`config.mk`:
```
export PLATFORM = sky130hd
export DESIGN_NAME = bie_ctrl
export DESIGN_NICKNAME = d
export VERILOG_FILES = /design/src/hdl/bie_pkg.sv /design/src/hdl/bie_ctrl.sv
export SDC_FILE = /design/constraint.sdc
export NUM_CORES = 1
export LEC_CHECK = 0
export BUFFER_PORTS_ARGS = -buffer_cell sky130_fd_sc_hd__buf_2
export CAP_MARGIN = 10
export CORE_UTILIZATION = 40
export DETAILED_ROUTE_END_ITERATION = 8
export HOLD_SLACK_MARGIN = 0.12
export PLACE_DENSITY = 0.69
export SKIP_CTS_REPAIR_TIMING = 1
export SYNTH_ARGS = -nofsm -noshare
export SYNTH_HDL_FRONTEND = slang
export SYNTH_SLANG_ARGS = --single-unit
```
`constraint.sdc`:
```
create_clock -name clk -period 2.1 [get_ports clk]
set_input_delay 0.42 -clock clk [delete_from_list [all_inputs] [get_ports clk]]
set_output_delay 0.42 -clock clk [all_outputs]
set_load 0.01 [all_outputs]
```
`src/hdl/bie_pkg.sv`:
```
// Shared constants, types and controller/datapath command structures for the binary image engine.
`timescale 1ns / 1ps

package bie_pkg;

    // Image geometry: the store holds MAX_SIZE rows of MAX_SIZE one-bit pixels.
    localparam int MAX_SIZE = 64;
    localparam int ADDR_W   = $clog2(MAX_SIZE);
    localparam int SIZE_W   = 7;
    localparam int OP_W     = 3;
    localparam int COORD_W  = 6;

    typedef logic [MAX_SIZE-1:0] row_t;

    // Operation codes carried by an input item.
    typedef enum logic [OP_W-1:0] {
        OP_WRITE      = 3'd0,
        OP_READ       = 3'd1,
        OP_INVERT     = 3'd2,
        OP_FLIP_V     = 3'd3,
        OP_FLIP_H     = 3'd4,
        OP_REMOVE_ISO = 3'd5
    } opcode_t;

    // Read address selection for the two memory read ports.
    typedef enum logic [2:0] {
        RD_PIX,
        RD_ROW,
        RD_PAIR,
        RD_ISO_UP,
        RD_ISO_DN
    } rd_sel_t;

    // Write selection: address and data source of the single write port.
    typedef enum logic [2:0] {
        WR_NONE,
        WR_PIX,
        WR_INV,
        WR_FLIP_V,
        WR_FH_LO,
        WR_FH_HI,
        WR_ISO
    } wr_sel_t;

    // Controller states.
    typedef enum logic [3:0] {
        ST_IDLE,
        ST_DISPATCH,
        ST_PX_RD,
        ST_PX_WR,
        ST_LOOP,
        ST_ROW_RD,
        ST_ROW_WR,
        ST_FH_RD,
        ST_FH_WR_LO,
        ST_FH_WR_HI,
        ST_ISO_RD0,
        ST_ISO_RD1,
        ST_ISO_WR,
        ST_DONE
    } state_t;

    // Commands from the controller to the datapath.
    typedef struct packed {
        logic    load_item;
        logic    cnt_clr;
        logic    cnt_inc;
        logic    rd_en_a;
        logic    rd_en_b;
        logic    cap_up;
        rd_sel_t rd_sel;
        wr_sel_t wr_sel;
        logic    load_result;
    } cmd_t;

    // Status from the datapath to the controller.
    typedef struct packed {
        logic [OP_W-1:0] op;
        logic            more;
    } status_t;

endpackage

```
`src/hdl/bie_ctrl.sv`:
```
// Controller state machine sequencing pixel and whole-image operations.
`timescale 1ns / 1ps

module bie_ctrl (
    input  logic             clk,
    input  logic             rst_n,
    input  logic             in_valid,
    output logic             in_ready,
    output logic             out_valid,
    input  logic             out_ready,
    input  bie_pkg::status_t status,
    output bie_pkg::cmd_t    cmd
);

    bie_pkg::state_t state_reg;
    bie_pkg::state_t state_next;
    logic            out_valid_reg;
    logic            out_valid_next;

    // State and result-valid registers.
    always_ff @(posedge clk or negedge rst_n)
    begin
        if (!rst_n)
        begin
            state_reg     <= bie_pkg::ST_IDLE;
            out_valid_reg <= 1'b0;
        end
        else
        begin
            state_reg     <= state_next;
            out_valid_reg <= out_valid_next;
        end
    end

    // Next state and datapath commands.
    always_comb
    begin
        state_next      = state_reg;
        cmd             = '0;
        cmd.rd_sel      = bie_pkg::RD_PIX;
        cmd.wr_sel      = bie_pkg::WR_NONE;

        unique case (state_reg)
            bie_pkg::ST_IDLE:
            begin
                if (in_valid)
                begin
                    cmd.load_item = 1'b1;
                    state_next    = bie_pkg::ST_DISPATCH;
                end
            end
            bie_pkg::ST_DISPATCH:
            begin
                unique case (status.op)
                    bie_pkg::OP_WRITE,
                    bie_pkg::OP_READ:
                    begin
                        state_next = bie_pkg::ST_PX_RD;
                    end
                    bie_pkg::OP_INVERT,
                    bie_pkg::OP_FLIP_V,
                    bie_pkg::OP_FLIP_H,
                    bie_pkg::OP_REMOVE_ISO:
                    begin
                        cmd.cnt_clr = 1'b1;
                        state_next  = bie_pkg::ST_LOOP;
                    end
                    default:
                    begin
                        state_next = bie_pkg::ST_DONE;
                    end
                endcase
            end
            bie_pkg::ST_PX_RD:
            begin
                cmd.rd_en_a = 1'b1;
                cmd.rd_sel  = bie_pkg::RD_PIX;
                state_next  = bie_pkg::ST_PX_WR;
            end
            bie_pkg::ST_PX_WR:
            begin
                if (status.op == bie_pkg::OP_WRITE)
                begin
                    cmd.wr_sel = bie_pkg::WR_PIX;
                end
                state_next = bie_pkg::ST_DONE;
            end
            bie_pkg::ST_LOOP:
            begin
                if (!status.more)
                begin
                    state_next = bie_pkg::ST_DONE;
                end
                else if (status.op == bie_pkg::OP_FLIP_H)
                begin
                    state_next = bie_pkg::ST_FH_RD;
                end
                else if (status.op == bie_pkg::OP_REMOVE_ISO)
                begin
                    state_next = bie_pkg::ST_ISO_RD0;
                end
                else
                begin
                    state_next = bie_pkg::ST_ROW_RD;
                end
            end
            bie_pkg::ST_ROW_RD:
            begin
                cmd.rd_en_a = 1'b1;
                cmd.rd_sel  = bie_pkg::RD_ROW;
                state_next  = bie_pkg::ST_ROW_WR;
            end
            bie_pkg::ST_ROW_WR:
            begin
                cmd.wr_sel  = (status.op == bie_pkg::OP_INVERT) ? bie_pkg::WR_INV
                                                                : bie_pkg::WR_FLIP_V;
                cmd.cnt_inc = 1'b1;
                state_next  = bie_pkg::ST_LOOP;
            end
            bie_pkg::ST_FH_RD:
            begin
                cmd.rd_en_a = 1'b1;
                cmd.rd_en_b = 1'b1;
                cmd.rd_sel  = bie_pkg::RD_PAIR;
                state_next  = bie_pkg::ST_FH_WR_LO;
            end
            bie_pkg::ST_FH_WR_LO:
            begin
                cmd.wr_sel = bie_pkg::WR_FH_LO;
                state_next = bie_pkg::ST_FH_WR_HI;
            end
            bie_pkg::ST_FH_WR_HI:
            begin
                cmd.wr_sel  = bie_pkg::WR_FH_HI;
                cmd.cnt_inc = 1'b1;
                state_next  = bie_pkg::ST_LOOP;
            end
            bie_pkg::ST_ISO_RD0:
            begin
                cmd.rd_en_a = 1'b1;
                cmd.rd_en_b = 1'b1;
                cmd.rd_sel  = bie_pkg::RD_ISO_UP;
                state_next  = bie_pkg::ST_ISO_RD1;
            end
            bie_pkg::ST_ISO_RD1:
            begin
                cmd.rd_en_a = 1'b1;
                cmd.cap_up  = 1'b1;
                cmd.rd_sel  = bie_pkg::RD_ISO_DN;
                state_next  = bie_pkg::ST_ISO_WR;
            end
            bie_pkg::ST_ISO_WR:
            begin
                cmd.wr_sel  = bie_pkg::WR_ISO;
                cmd.cnt_inc = 1'b1;
                state_next  = bie_pkg::ST_LOOP;
            end
            bie_pkg::ST_DONE:
            begin
                // Hand the result over once the output register is free.
                if (!out_valid_reg || out_ready)
                begin
                    cmd.load_result = 1'b1;
                    state_next      = bie_pkg::ST_IDLE;
                end
            end
            default:
            begin
                state_next = bie_pkg::ST_IDLE;
            end
        endcase
    end

    // Result valid: set on load, cleared when the receiver takes the transfer.
    always_comb
    begin
        if (cmd.load_result)
        begin
            out_valid_next = 1'b1;
        end
        else if (out_ready)
        begin
            out_valid_next = 1'b0;
        end
        else
        begin
            out_valid_next = out_valid_reg;
        end
    end

    assign in_ready  = (state_reg == bie_pkg::ST_IDLE);
    assign out_valid = out_valid_reg;

endmodule

```
==> results summary <==
The run finished with clean final reports. The final count of pins violating max slew is 0. The final cycle utilization of the critical path came out at 0.9098. The placement row count is 13. The count of distinct cell types in the synthesized netlist is 33.

The number of flip-flops and latches in the synthesized netlist is 5. Of the cells placed in the final design, the portion with a size suffix greater than 1 is 0.3069. For this run, the slowest stage of the critical path takes 0.43 ns. In this run the clock root is driven by a sky130_fd_sc_hd__clkbuf_4.

The shortest clock period the worst path allows after layout is 1.910 ns. The power consumption is 1.040 mW. Of all cell types, the one taking the most synthesized area is sky130_fd_sc_hd__dfrtp_1. The routability congestion estimate came out at 0.8413. CTS built an H-tree with a depth of 1.

The register with the most flip-flops in the layout has 4 of them. Synthesis produced a netlist with a net count of 87. Walking the worst path, the cells encountered are nor2b_1, a21oi_1, a211o_1, o21ai_0, buf_2. The HPWL after detailed placement is 1027 µm. The die footprint came out at 0.001601 mm². The max-capacitance violation count is 0. The critical path in this run is classified as flop to output pin. The min-delay analysis places its worst path in the category input pin to flop. The detailed router finished its first iteration with 24 violations. The number of detailed-route iterations in the first pass came out at 5. The CTS tree is yes. The total area inside the core boundary comes to 0.001318 mm².

The post-CTS clock slew at the launch and capture registers of the worst setup and hold paths came out at approximately 0.050 ns. The mean post-synth cell area is 7.317 µm². The antenna diode instance count came out at 0.

At the pin with the least slew margin, the transition time is 0.3708 ns. After the last flow step, the layout net total stands at 110. The number of buffers and inverters on the critical path came out at 1.

The sequential cell area fraction in the yosys report came out at 0.2165. The largest buffer count on any clock path is 2. The number of top-level pins came out at 23.

The floorplan die height is 40.02 µm. Setup repair after global routing left no endpoint under its margin. On the critical path, the stage with the largest delay is an instance of sky130_fd_sc_hd__dfrtp_1. The number of global-route vias before repair came to around 510.

The initial antenna violation count came out at 0. The pin count of the biggest net entering global routing came out at 19. The hold violation total from the final report came out at 0. The final wirelength is 1336 µm. Measured against its own limit, the worst slew margin works out to 0.7495. The final routed DRC violation total is 0. The number of buffers inserted by port buffering came out at 22. The number of sinks on the clock net is 5. The critical-path maximum fanout came out at 6.

The sum of overflow across all layers after global routing is 0. In this run the cell area of the synthesized design comes to 578.1 µm². The data arrival time of the worst path came out at 1.49 ns. The routed via count is 634. Power spread over the standard cell area amounts to 1448 mW/mm². At the end of the flow the core is filled with cells to 0.5451. The setup TNS after final layout came out at 0 ns. The endpoint class of the critical path is an output pin. In this run the critical register-to-register path is launched from state_reg[2]. The count of synthesis-stage warnings from yosys came out at 0. Yosys attributes the largest share of cell area to sky130_fd_sc_hd__dfrtp_1 22%, sky130_fd_sc_hd__nand2b_1 7.6%, sky130_fd_sc_hd__nor2b_1 6.5%. For this run, the top clock speed supported by timing is ~520 MHz. The first-pass GRT wire length came out at 2214 µm. The via count normalized by instance count came out at 5.466.

The final count of negative-setup-slack endpoints is 0. The clock latency reported for the late side of the worst-skew pair is 0.24 ns. The startpoint identified for the worst hold timing path is in_valid. The worst setup path is launched from a flop. Data on the critical path is required at its endpoint by 1.68 ns. The worst IR drop on VDD is ~0.00065 V.

The die width came out at around 40 µm. The setup clock skew after layout came out at 0.008454 ns. In the final routed layout, each cell accounts on average for 11.52 µm. The share of synthesized area in the top cell type comes to 0.2165. The instance count of the mapped netlist is 79. The synthesis-to-finish area growth is 24.24%. The all-layer global routing usage is 0.2000. For this configuration, the core starts out at a cell density of 0.4387. TritonCTS created 3 clock buffers. The critical path starts at state_reg[2].

The number of routed nets with antenna violations came out at 0. Grouping stages by cell kind, the critical path spends the most delay in flip-flops. Summed over all cells, the static leakage comes to roughly 0.35 nW.
## synth_stat cells
master,n
sky130_fd_sc_hd__a211o_1,1
sky130_fd_sc_hd__a21boi_0,1
sky130_fd_sc_hd__a21o_1,1
sky130_fd_sc_hd__a21oi_1,7
sky130_fd_sc_hd__a22oi_1,1
sky130_fd_sc_hd__a311o_1,1
sky130_fd_sc_hd__a311oi_1,1
sky130_fd_sc_hd__a31oi_1,1
sky130_fd_sc_hd__a31oi_2,1
sky130_fd_sc_hd__and2_1,3
sky130_fd_sc_hd__buf_2,3
sky130_fd_sc_hd__buf_4,2
sky130_fd_sc_hd__buf_6,1
sky130_fd_sc_hd__clkbuf_1,2
sky130_fd_sc_hd__dfrtp_1,5
sky130_fd_sc_hd__inv_1,1
sky130_fd_sc_hd__mux2i_1,1
sky130_fd_sc_hd__nand2_1,7
sky130_fd_sc_hd__nand2b_1,7
sky130_fd_sc_hd__nand3_1,2
sky130_fd_sc_hd__nand3b_1,1
sky130_fd_sc_hd__nor2_1,7
sky130_fd_sc_hd__nor2b_1,6
sky130_fd_sc_hd__nor3_1,1
sky130_fd_sc_hd__nor4bb_1,1
sky130_fd_sc_hd__o21a_1,1
sky130_fd_sc_hd__o21ai_0,3
sky130_fd_sc_hd__o21ai_1,1
sky130_fd_sc_hd__o22ai_1,5
sky130_fd_sc_hd__o32a_1,1
sky130_fd_sc_hd__or2b_1,1
sky130_fd_sc_hd__or4b_4,1
sky130_fd_sc_hd__or4bb_1,1
## area by class of cell
cell class              instances  area, µm²
inverters                       1      3.754
repair buffers                 26      142.6
flip-flops and latches          5      126.4
multi-input cells              65      400.4
fillers                       145      599.3
well taps                      15      18.77
clock buffers                   4      26.28
## per-stage QoR
step           instance area (µm²)  std cells  hold slack [ns]  worst slack (ns)
2_1_floorplan                578.1         79           0.1244            0.5567
3_3_place_gp                 680.7        111           0.2398            0.3911
3_5_place_dp                 680.7        111           0.2386            0.4359
4_1_cts                      706.9        115         -0.02687            0.1608
5_1_grt                      718.2        116           0.5082           0.06426
6_report                     718.2        116           0.4802            0.1895
## worst min-delay path, cell delays in order
cell	delay, ns
sky130_fd_sc_hd__buf_2	0.08
sky130_fd_sc_hd__o22ai_1	0.08
sky130_fd_sc_hd__o22ai_1	0.10
## where the power goes
part / leakage (nW) / internal, mW / switching, mW
Combinational: 0.271 / 0.323 / 0.378
Clock: 0.0150 / 0.0718 / 0.0389
Sequential: 0.0620 / 0.144 / 0.0834
## cell families (layout without fill, tap and decap cells)
family / Yosys count / count (layout) / share of synthesized area
AOI/OAI and AO/OA: 26 / 26 / 0.2987
buffers and inverters: 9 / 31 / 0.09089
DFF: 5 / 5 / 0.2165
muxes: 1 / 1 / 0.01732
and+or+nand+nor: 38 / 38 / 0.3766
## routing by layer
metal | GRT usage | wire length (µm)
met5 | 0 | 0
met3 | 0.05000 | 57
met4 | 0 | 0
met1 | 0.2963 | 655
met2 | 0.3065 | 623
## cells in the final DEF, fill, tap and decap left out, drive strengths merged
master / synthesis / layout
a211o: 1 / 1
a21boi: 1 / 1
a21o: 1 / 1
a21oi: 7 / 7
a22oi: 1 / 1
a311o: 1 / 1
a311oi: 1 / 1
a31oi: 2 / 2
and2: 3 / 3
buf: 6 / 25
clkbuf: 2 / 4
dfrtp: 5 / 5
dlygate4sd3: 0 / 1
inv: 1 / 1
mux2i: 1 / 1
nand2: 7 / 7
nand2b: 7 / 7
nand3: 2 / 2
nand3b: 1 / 1
nor2: 7 / 7
nor2b: 6 / 6
nor3: 1 / 1
nor4bb: 1 / 1
o21a: 1 / 1
o21ai: 4 / 4
o22ai: 5 / 5
o32a: 1 / 1
or2b: 1 / 1
or4b: 1 / 1
or4bb: 1 / 1
## final timing paths
kind | endpoint | slack, ns | depth (start not counted)
worst min-delay path | state_reg[0] | 0.48 | 3
worst max-delay path | cmd[1] | 0.19 | 5
max in group asynchronous | state_reg[3] | 1.44 | 2
worst min register to register | out_valid | 0.54 | 2
worst max register to register | state_reg[0] | 0.47 | 5
min in group asynchronous | out_valid | 0.51 | 2
No activity file was read; power rests on OpenSTA's default activity.
